--- config.mk ---
export PLATFORM = sky130hd
export DESIGN_NAME = apfc_back
export DESIGN_NICKNAME = d
export VERILOG_FILES = /design/src/rtl/apfc_pkg.sv /design/src/rtl/apfc_back.sv
export SDC_FILE = /design/constraint.sdc
export NUM_CORES = 1
export LEC_CHECK = 0
export ABC_CLOCK_PERIOD_IN_PS = 6900
export BUFFER_PORTS_ARGS = -buffer_cell sky130_fd_sc_hd__buf_4
export CORE_MARGIN = 2
export CORE_UTILIZATION = 40
export DETAILED_ROUTE_END_ITERATION = 6
export PLACE_DENSITY = 0.58
export REMOVE_ABC_BUFFERS = 1
export SLEW_MARGIN = 5
export SYNTH_ARGS = -nofsm -noshare
export SYNTH_HDL_FRONTEND = slang
export SYNTH_SLANG_ARGS = --single-unit
--- constraint.sdc ---
create_clock -name clk -period 6.9 [get_ports clk]
set_input_delay 1.035 -clock clk [delete_from_list [all_inputs] [get_ports clk]]
set_output_delay 1.035 -clock clk [all_outputs]
set_load 0.1 [all_outputs]
--- src/rtl/apfc_pkg.sv ---
// shared types and constants of the access panel frame checker
`default_nettype none

package apfc_pkg;

    // frame size limit default
    localparam int MAX_FRAME_DEFAULT = 512;

    // depth of the queue between front and back
    localparam int QUEUE_DEPTH = 2;

    // fixed header bytes
    localparam logic [7:0] MARK_BYTE  = 8'hFF;
    localparam logic [7:0] START_BYTE = 8'h53;

    // control byte fields
    localparam logic [7:0] SEQ_MASK = 8'h03;
    localparam logic [7:0] CRC_FLAG = 8'h04;

    // crc-16 setup
    localparam logic [15:0] CRC_INIT = 16'h1D0F;
    localparam logic [15:0] CRC_POLY = 16'h1021;

    // sequence counter value after reset (minus one, reads as 3)
    localparam logic [2:0] SEQ_RESET_VALUE = 3'd7;

    // header byte positions
    localparam int HDR_MARK    = 0;
    localparam int HDR_START   = 1;
    localparam int HDR_ADDRESS = 2;
    localparam int HDR_LEN_LO  = 3;
    localparam int HDR_LEN_HI  = 4;
    localparam int HDR_CTRL    = 5;
    localparam int PAYLOAD_POS = 6;

    // configuration register indexes
    localparam logic [0:0] CFG_DEVICE_ADDRESS = 1'b0;
    localparam logic [0:0] CFG_SKIP_SEQ_CHECK = 1'b1;

    // input command codes
    typedef enum logic [1:0] {
        CMD_BYTE      = 2'd0,
        CMD_ADVANCE   = 2'd1,
        CMD_SEQ_RESET = 2'd2
    } cmd_t;

    // operation kinds passed from front to back
    typedef enum logic [1:0] {
        OP_BYTE      = 2'd0,
        OP_ADVANCE   = 2'd1,
        OP_SEQ_RESET = 2'd2
    } op_kind_t;

    // frame status codes
    typedef enum logic [2:0] {
        ST_OK       = 3'd0,
        ST_MARK     = 3'd1,
        ST_START    = 3'd2,
        ST_ADDRESS  = 3'd3,
        ST_LENGTH   = 3'd4,
        ST_SEQUENCE = 3'd5,
        ST_CRC      = 3'd6,
        ST_CHECKSUM = 3'd7
    } status_t;

    // one classified operation
    typedef struct packed {
        op_kind_t   kind;
        logic [7:0] data;
        logic       last;
        logic       counted;
    } op_t;

    // configuration register set
    typedef struct packed {
        logic [7:0] device_address;
        logic       skip_seq_check;
    } cfg_t;

endpackage

`default_nettype wire

--- src/rtl/apfc_back.sv ---
// back end: header checks, trailer accumulation, sequence counter, result register
`default_nettype none

module apfc_back #(
    parameter int MAX_FRAME = 512,
    parameter int IDX_W     = 10
) (
    input  wire logic               clk,
    input  wire logic               rst_n,
    input  wire logic               q_valid,
    output logic                    q_ready,
    input  wire apfc_pkg::op_t      q_op,
    input  wire logic [IDX_W-1:0]   q_idx,
    input  wire apfc_pkg::cfg_t     cfg,
    output logic                    out_valid,
    input  wire logic               out_ready,
    output logic                    is_status,
    output logic [7:0]              payload_byte,
    output apfc_pkg::status_t       status,
    output logic [9:0]              payload_length
);
    import apfc_pkg::*;

    localparam int CMP_W = ((IDX_W > 16) ? IDX_W : 16) + 1;

    // frame state
    logic [2:0]  seq_reg;
    logic [2:0]  seq_next;
    status_t     first_error_reg;
    status_t     first_error_next;
    logic [15:0] declared_length_reg;
    logic [15:0] declared_length_next;
    logic        use_crc_reg;
    logic        use_crc_next;
    logic [15:0] crc_reg;
    logic [15:0] crc_next;
    logic [7:0]  sum_reg;
    logic [7:0]  sum_next;
    logic [15:0] rx_check_reg;
    logic [15:0] rx_check_next;

    // result register
    logic        out_valid_reg;
    logic        is_status_reg;
    logic [7:0]  payload_byte_reg;
    status_t     status_reg;
    logic [9:0]  payload_length_reg;

    logic             fire;
    logic             emit;
    logic             emit_status;
    status_t          res_status;
    logic [9:0]       res_plen;
    logic [1:0]       trail;
    logic [CMP_W-1:0] idx_x;
    logic [CMP_W-1:0] len_x;
    logic             in_body;
    logic             past_header;
    logic [7:0]       b;

    // one crc-16 byte step, msb first
    function automatic logic [15:0] crc_byte(input logic [15:0] crc, input logic [7:0] d);
        logic [15:0] c;
        c = crc ^ {d, 8'h00};
        for (int k = 0; k < 8; k++)
        begin
            c = c[15] ? ((c << 1) ^ CRC_POLY) : (c << 1);
        end
        return c;
    endfunction

    assign q_ready = !out_valid_reg || out_ready;
    assign fire    = q_valid && q_ready;
    assign b       = q_op.data;
    assign idx_x   = CMP_W'(q_idx);
    assign past_header = (q_idx >= IDX_W'(PAYLOAD_POS));

    // process the operation at the queue head
    always_comb
    begin
        seq_next             = seq_reg;
        first_error_next     = first_error_reg;
        declared_length_next = declared_length_reg;
        use_crc_next         = use_crc_reg;
        crc_next             = crc_reg;
        sum_next             = sum_reg;
        rx_check_next        = rx_check_reg;
        emit                 = 1'b0;
        emit_status          = 1'b0;
        res_status           = ST_OK;
        res_plen             = '0;
        trail                = 2'd1;
        len_x                = '0;
        in_body              = 1'b0;
        if (fire)
        begin
            case (q_op.kind)
                OP_ADVANCE:
                begin
                    if (seq_reg == SEQ_RESET_VALUE)
                    begin
                        seq_next = 3'd0;
                    end
                    else if (seq_reg < 3'd3)
                    begin
                        seq_next = seq_reg + 3'd1;
                    end
                    else
                    begin
                        seq_next = 3'd1;
                    end
                end
                OP_SEQ_RESET:
                begin
                    seq_next = SEQ_RESET_VALUE;
                end
                OP_BYTE:
                begin
                    // header field checks, first failure wins
                    if (q_idx == IDX_W'(HDR_MARK))
                    begin
                        if (b != MARK_BYTE && first_error_next == ST_OK)
                        begin
                            first_error_next = ST_MARK;
                        end
                    end
                    else if (q_idx == IDX_W'(HDR_START))
                    begin
                        if (b != START_BYTE && first_error_next == ST_OK)
                        begin
                            first_error_next = ST_START;
                        end
                    end
                    else if (q_idx == IDX_W'(HDR_ADDRESS))
                    begin
                        if (b != cfg.device_address && first_error_next == ST_OK)
                        begin
                            first_error_next = ST_ADDRESS;
                        end
                    end
                    else if (q_idx == IDX_W'(HDR_LEN_LO))
                    begin
                        declared_length_next = {8'h00, b};
                    end
                    else if (q_idx == IDX_W'(HDR_LEN_HI))
                    begin
                        declared_length_next = {b, declared_length_reg[7:0]};
                    end
                    else if (q_idx == IDX_W'(HDR_CTRL))
                    begin
                        use_crc_next = ((b & CRC_FLAG) != 8'h00);
                        if (!cfg.skip_seq_check
                            && (b & SEQ_MASK) != ({5'b0, seq_reg} & SEQ_MASK)
                            && first_error_next == ST_OK)
                        begin
                            first_error_next = ST_SEQUENCE;
                        end
                    end

                    trail   = use_crc_next ? 2'd2 : 2'd1;
                    len_x   = CMP_W'(declared_length_next);
                    in_body = (idx_x + CMP_W'(trail)) <= len_x;

                    // trailer accumulation over the header bytes after the mark and the message block
                    if (q_op.counted && q_idx != IDX_W'(HDR_MARK)
                        && (q_idx <= IDX_W'(HDR_CTRL) || in_body))
                    begin
                        crc_next = crc_byte(crc_reg, b);
                        sum_next = sum_reg + b;
                    end
                    if (q_op.counted && past_header)
                    begin
                        rx_check_next = {b, rx_check_reg[15:8]};
                    end

                    if (!q_op.last)
                    begin
                        emit = q_op.counted && past_header && in_body;
                    end
                    else
                    begin
                        // final status of the frame
                        emit        = 1'b1;
                        emit_status = 1'b1;
                        if (first_error_next == ST_MARK || first_error_next == ST_START
                            || first_error_next == ST_ADDRESS)
                        begin
                            res_status = first_error_next;
                        end
                        else if (idx_x < CMP_W'(HDR_CTRL)
                                 || len_x < CMP_W'(PAYLOAD_POS) + CMP_W'(trail)
                                 || len_x > CMP_W'(MAX_FRAME - 1)
                                 || idx_x != len_x)
                        begin
                            res_status = ST_LENGTH;
                        end
                        else if (first_error_next != ST_OK)
                        begin
                            res_status = first_error_next;
                        end
                        else if (use_crc_next)
                        begin
                            if (crc_next != rx_check_next)
                            begin
                                res_status = ST_CRC;
                            end
                        end
                        else
                        begin
                            if ((8'h00 - sum_next) != rx_check_next[15:8])
                            begin
                                res_status = ST_CHECKSUM;
                            end
                        end
                        if (res_status == ST_OK)
                        begin
                            res_plen = 10'(declared_length_next - 16'd5 - 16'(trail));
                        end

                        // frame state back to its idle values
                        first_error_next     = ST_OK;
                        declared_length_next = '0;
                        use_crc_next         = 1'b0;
                        crc_next             = CRC_INIT;
                        sum_next             = '0;
                        rx_check_next        = '0;
                    end
                end
                default:
                begin
                    seq_next = seq_reg;
                end
            endcase
        end
    end

    // frame and sequence state
    always_ff @(posedge clk or negedge rst_n)
    begin
        if (!rst_n)
        begin
            seq_reg             <= SEQ_RESET_VALUE;
            first_error_reg     <= ST_OK;
            declared_length_reg <= '0;
            use_crc_reg         <= 1'b0;
            crc_reg             <= CRC_INIT;
            sum_reg             <= '0;
            rx_check_reg        <= '0;
        end
        else
        begin
            seq_reg             <= seq_next;
            first_error_reg     <= first_error_next;
            declared_length_reg <= declared_length_next;
            use_crc_reg         <= use_crc_next;
            crc_reg             <= crc_next;
            sum_reg             <= sum_next;
            rx_check_reg        <= rx_check_next;
        end
    end

    // result beat valid
    always_ff @(posedge clk or negedge rst_n)
    begin
        if (!rst_n)
        begin
            out_valid_reg <= 1'b0;
        end
        else if (fire && emit)
        begin
            out_valid_reg <= 1'b1;
        end
        else if (out_ready)
        begin
            out_valid_reg <= 1'b0;
        end
    end

    // result beat payload
    always_ff @(posedge clk)
    begin
        if (fire && emit)
        begin
            is_status_reg      <= emit_status;
            payload_byte_reg   <= emit_status ? 8'h00 : b;
            status_reg         <= res_status;
            payload_length_reg <= res_plen;
        end
    end

    assign out_valid      = out_valid_reg;
    assign is_status      = is_status_reg;
    assign payload_byte   = payload_byte_reg;
    assign status         = status_reg;
    assign payload_length = payload_length_reg;

endmodule

`default_nettype wire

==> flow_summary.yaml, run 1 <==
synth:
  synth_top_area_cell: "dfrtp_1"
  ys.flop_type: "dfrtp_1"
  synth.most_common_cell: "nand2_1"
  yosysTopAreaCellShare_pct: 18.7
  yosysSeqAreaShare_pct: 32.1
  syn_inst: 781
  synth_area_um2: 7090
  syn_avg_cell_area_um2: 9.08
  yosysWarnings: 0
  async_flop_share_pct: 74.4
  synth_edf_count: 22
  ys_seq_elements: 86
  synthTopCellsByArea: "dfrtp_1, edfxtp_1, xnor2_1"
  yosys-top-cells-count: "nand2_1, xnor2_1, dfrtp_1"
  yosysUniqueCellTypes: 86
clock_tree:
  htree_levels: 3
  clkLatencyLatePin_ps: 360
  clock_sinks: 86
  cts_tree: "done"
  clk_pin_slew_ps: 70
  cts_buffer_depth: 2
  clockRootBuffer: "clkbuf_16"
  cts_made_buffers: 9
grt:
  grt_first_pass_wirelength_um: 33300
  gr-total-overflow: 0
  first_global_vias: 6147
  antenna_found_initial: 0
  grt_max_degree: 65
  grt.total_usage_pct: 23.3
floorplanning:
  coreArea_um2: 17300
  die_height_um: 137
  die_x_um: 137
  io_pins: 59
  dieArea_um2: 18800
  start_util_pct: 41.0
  num_rows: 48
sta:
  max_slew_margin_pct: 33.4
  maxSlewViolCount: 0
  hold_viol: 0
  period_minus_slack_ps: 6630
  whs_ps: 490
  skew_ps: 12.0
  finalSetupViolations: 0
  fin_crit_sh_pct: 96.0
  worstMarginPinSlew_ps: 999
  fmax_ghz: 0.151
outcome:
  status: "finished clean"
routing:
  viasPerCell: 5.88
  ant_nets: 0
  totalWireLength_um: 21200
  vias: 6313
  drc: 0
  drt_iter0_markers: 410
  wl_per_cell_um: 19.7
  dr.pass1.iters: 5
run:
  maxCapViolCount: 0
pwr:
  power_density_nw_per_um2: 253
  power_leakage_uw: 0.00340
  ir_drop_mv: 0.134
  total_power_uw: 2080
final_layout:
  area_growth_pct: 16.1
  drive_gt1_share_pct: 20.8
  diodes: 0
  utilization_pct: 47.6
  num-nets-final: 914
worst_setup_path:
  cp_max_fo: 10
  crit_required_ps: 7040
  start_kind: "primary input"
  endpoint_kind: "flop"
  arrival_ps: 6760
  crit_type: "primary input to flop"
placement:
  portBuffers: 58
  gp_congestion: 0.895
  place_hpwl_um: 15900
min_path:
  min_path_type: "flop to flop"
==> area by class of cell <==
class / instances / area [um^2]
Timing Repair Buffer: 100 / 754
Clock buffer: 10 / 250
Multi-Input combinational cell: 619 / 4510
Clock inverter: 6 / 50.0
Inverter: 27 / 106
Fill cell: 1620 / 9070
Sequential cell: 86 / 2280
Tap cell: 225 / 282
==> layer usage <==
layer	track usage [%]	wire length, um
met5	0	0
met2	38.6	10100
met3	3.19	972
met1	31.2	9570
met4	8.19	555
==> cells in the final DEF, fill, tap and decap left out, types with 5 or more instances in the layout <==
cell type  netlist  final
a2111oi_2        3      9
a21oi_1         34     34
a221oi_1         8      8
a22o_1           9      9
a22oi_1         18     18
a31oi_1         13     12
and2_1          12     12
and3_1           9      9
buf_4            5     99
clkbuf_16        0     10
dfrtp_1         53     53
dfstp_2         11     11
edfxtp_1        22     22
ha_1            33     32
inv_1           26     26
mux2i_1         28     26
mux2i_2          3      5
nand2_1         72     72
nand2b_1         6      6
nand3_1         16     15
nand4_1         14     14
nor2_1          42     40
nor2b_1          7      7
nor3_1          21     21
nor4_1           9      9
o211ai_1         7      7
o21ai_0         49     48
o22a_1           7      7
o22ai_1          5      5
or2_2            6      6
or3_1            5      5
or4_1            8      7
xnor2_1         60     60
xor2_1          31     31
==> cell families after synthesis <==
group	share of synthesized area (%)
buf+inv	5.22
flops	32.1
mux	4.85
compound gates	19.9
xor+xnor	11.9
fa+ha+maj	6.67
simple gates	19.4
==> path summary, 6_finish.rpt <==
path                                                    start                            endpoint  slack [ps]  depth (start not counted)
max                                                  q_idx[4]     payload_length[3]$_SDFFCE_PN0P_         270                         26
min                        declared_length_reg[0]$_DFFE_PN0P_  declared_length_reg[0]$_DFFE_PN0P_         490                          2
max reg2reg                           use_crc_reg$_DFFE_PN0P_     payload_length[3]$_SDFFCE_PN0P_        1570                         22
min reg2reg                declared_length_reg[0]$_DFFE_PN0P_  declared_length_reg[0]$_DFFE_PN0P_         490                          2
max in group asynchronous                               rst_n  declared_length_reg[7]$_DFFE_PN0P_        5520                          1
min in group asynchronous                               rst_n         rx_check_reg[7]$_DFFE_PN0P_         800                          1
==> through the flow <==
stage | setup TNS, ps | setup slack, ps | cells | instance area [um^2]
finish | 0 | 274 | 1073 | 8230
detailed placement | -2440 | -278 | 1055 | 7850
global placement | 0 | 14.7 | 1055 | 7850
CTS | 0 | 71.9 | 1071 | 8150
global route | -140 | -32.6 | 1073 | 8230
floorplan | -7790 | -725 | 732 | 6830
==> report_power, final <==
group | switching, uW | internal (uW) | leakage [uW]
combinational | 506 | 371 | 0.00228
clock | 226 | 272 | 0.000150
sequential | 97.7 | 608 | 0.000975
total | 830 | 1250 | 0.00340
==> repair_timing <==
| action | 4_1_cts | 5_1_grt |
|---|---|---|
| hold buffers | 0 | 0 |
| gates resized for setup | 0 | 18 |
| setup endpoints to repair | 0 | 11 |
| buffers inserted | 0 | 2 |
==> critical path, stage by stage <==
cell,delay (ps)
buf_4,120
or4_4,550
nor2_4,130
nand4b_1,150
mux2_1,350
buf_4,180
ha_1,280
a21oi_1,90
nor2_2,180
nand3_1,110
xnor2_1,180
ha_1,280
nand4_1,170
nor3_1,80
a21oi_1,170
o31ai_1,90
buf_4,160
o21ai_4,180
mux2i_2,270
ha_2,230
xnor2_1,130
xnor2_1,120
or4_4,510
or4_1,420
buf_4,200
a2111oi_1,390
No activity file was read; power rests on OpenSTA's default activity.
==> run 2: changes to the inputs <==
CTS_BUF_LIST = sky130_fd_sc_hd__clkbuf_2 sky130_fd_sc_hd__clkbuf_4 sky130_fd_sc_hd__clkbuf_8   (was default)
==> run 2 against run 1 <==
  * Combinational power about the same
  * Setup slack better by 20 ps
  * Cell area down 1.3%
  * Die area unchanged
  * Fmax up 0.30%
  * Wire length up 0.40%
  * Hold slack better by 6.5 ps
  * Power down 5.5%
  * Non-clock buffer count unchanged
  * Cell count unchanged
  * Count of clock-buffer cells in the layout down 1
  * Clock skew up 7.5 ps
==> flow_summary.yaml, run 2 (synthesis gave the netlist of run 1 again) <==
sta:
  setup_tns_ps: 0
  fin_crit_sh_pct: 95.7
  maxSlewViolCount: 0
  skew_ps: 19.5
  finalSetupViolations: 0
  hold_viol: 0
  period_minus_slack_ps: 6610
  whs_ps: 497
  worstMarginPinSlew_ps: 966
  max_slew_margin_pct: 35.6
  fmax_ghz: 0.151
floorplanning:
  die_height_um: 137
  die_x_um: 137
  num_rows: 48
  io_pins: 59
  start_util_pct: 41.0
  coreArea_um2: 17300
  dieArea_um2: 18800
worst_setup_path:
  start_kind: "primary input"
  cpMostUsedCell: "buf_4"
  cp_max_fo: 10
  arrival_ps: 6780
  endpoint_kind: "flop"
  crit_required_ps: 7070
  cpMaxStageDelayCell: "or4_4"
  crit_path_max_incr_delay_ps: 550
  crit_buf_inv: 4
  cp_top_family: "simple AND/OR/NAND/NOR gates"
  crit_type: "primary input to flop"
final_layout:
  ff_latch_area_um2: 2280
  num-fill-cells: 1638
  num-nets-final: 914
  area_growth_pct: 14.6
  multi_input_area_um2: 4510
  diodes: 0
  drive_gt1_share_pct: 20.5
  final_cell_mix: "buf_4, nand2_1, xnor2_1"
  final_area_um2: 8120
  mostFrequentLayoutCell: "buf_4"
  instances_no_fill: 1073
clock_tree:
  clkLatencyLatePin_ps: 400
  clock_sinks: 86
  clockRootBuffer: "clkbuf_8"
  cts_tree: "done"
  cts_buffer_depth: 2
  htree_levels: 3
  clk_pin_slew_ps: 90
  cts_made_buffers: 9
routing:
  dr.pass1.iters: 7
  drt_iter0_markers: 411
  wl_per_cell_um: 19.8
  totalWireLength_um: 21300
  ant_nets: 0
  vias: 6294
  viasPerCell: 5.87
  drc: 0
grt:
  grt.total_usage_pct: 23.2
  grt_max_degree: 65
  gr-total-overflow: 0
  first_global_vias: 6147
  antenna_found_initial: 0
  grt_first_pass_wirelength_um: 33300
min_path:
  min_path_type: "flop to flop"
placement:
  dp_cells: 1055
  portBuffers: 58
  gp_congestion: 0.895
  place_hpwl_um: 15900
  dpl_cell_area_um2: 7850
pwr:
  power_density_nw_per_um2: 242
  swShare_pct: 41.5
  p_int_uw: 1150
  seqPwrFrac_pct: 35.8
  netSwitchingPower_uw: 815
  ir_drop_mv: 0.123
  power_leakage_uw: 0.00336
  clkPwrFrac_pct: 19.6
  pwr-share-comb_pct: 44.6
run:
  maxCapViolCount: 0
outcome:
  status: "finished clean"
## run 2: what timing repair did
| action | 4_1_cts | 5_1_grt |
|---|---|---|
| setup endpoints to repair | 0 | 11 |
| buffers inserted | 0 | 2 |
| hold buffers | 0 | 0 |
| gates resized for setup | 0 | 15 |
## run 2: stage by stage
stage               total power [uW]  util (%)  setup WS, ps
global route                    2080      47.0         -1.17
CTS                             1950      46.6           109
floorplan                       1300         -          -725
detailed placement              1560      45.4          -278
finish                          1970      47.0           294
global placement                1540      45.4          14.7
## run 2: final cells by class
| type | count | share of cell area (%) |
|---|---|---|
| flip-flops and latches | 86 | 28.0 |
| well taps | 225 | 3.47 |
| repair buffers | 100 | 9.24 |
| clock inverters | 7 | 0.986 |
| multi-input cells | 619 | 55.5 |
| inverters | 27 | 1.31 |
| clock buffers | 9 | 1.52 |
## run 2: power by group through the flow
| stage | Clock [uW] | Combinational (uW) | Sequential [uW] |
|---|---|---|---|
| 5_1_grt | 414 | 954 | 717 |
| 6_report | 385 | 876 | 704 |
| 3_5_place_dp | 0 | 850 | 711 |
| 3_3_place_gp | 0 | 833 | 708 |
| 4_1_cts | 394 | 854 | 702 |
| 2_1_floorplan | 0 | 581 | 715 |
## run 2: layer usage
metal | track usage, % | share of wire (%)
met2 | 38.6 | 48
met5 | 0 | 0
met4 | 7.96 | 2.6
met3 | 2.74 | 4.4
met1 | 31.3 | 45
## run 2: worst paths after layout
| kind | startpoint | end | slack [ps] | cells past startpoint |
|---|---|---|---|---|
| min in group asynchronous | rst_n | sum_reg[5]$_DFFE_PN0P_ | 750 | 1 |
| worst min register to register | declared_length_reg[0]$_DFFE_PN0P_ | declared_length_reg[0]$_DFFE_PN0P_ | 500 | 2 |
| worst max register to register | use_crc_reg$_DFFE_PN0P_ | payload_length[9]$_SDFFCE_PN0P_ | 1550 | 21 |
| worst min-delay path | declared_length_reg[0]$_DFFE_PN0P_ | declared_length_reg[0]$_DFFE_PN0P_ | 500 | 2 |
| max in group asynchronous | rst_n | declared_length_reg[6]$_DFFE_PN0P_ | 5570 | 1 |
| worst max-delay path | q_idx[4] | payload_length[9]$_SDFFCE_PN0P_ | 290 | 25 |
## run 2: worst reg2reg max path, stage by stage (launching register included)
cell and delay (ps):
dfrtp_1 390, mux2_1 310, inv_1 80, ha_1 180
fa_1 210, nand3_1 120, nor2_2 160, nand3_1 110
xnor2_1 140, ha_1 320, nand4_1 170, nor3_1 240
a21oi_1 110, buf_4 140, o31a_1 130, a31oi_2 320
mux2i_1 350, xnor2_1 160, or4_4 510, or4_1 420
buf_4 200, a2111oi_1 390
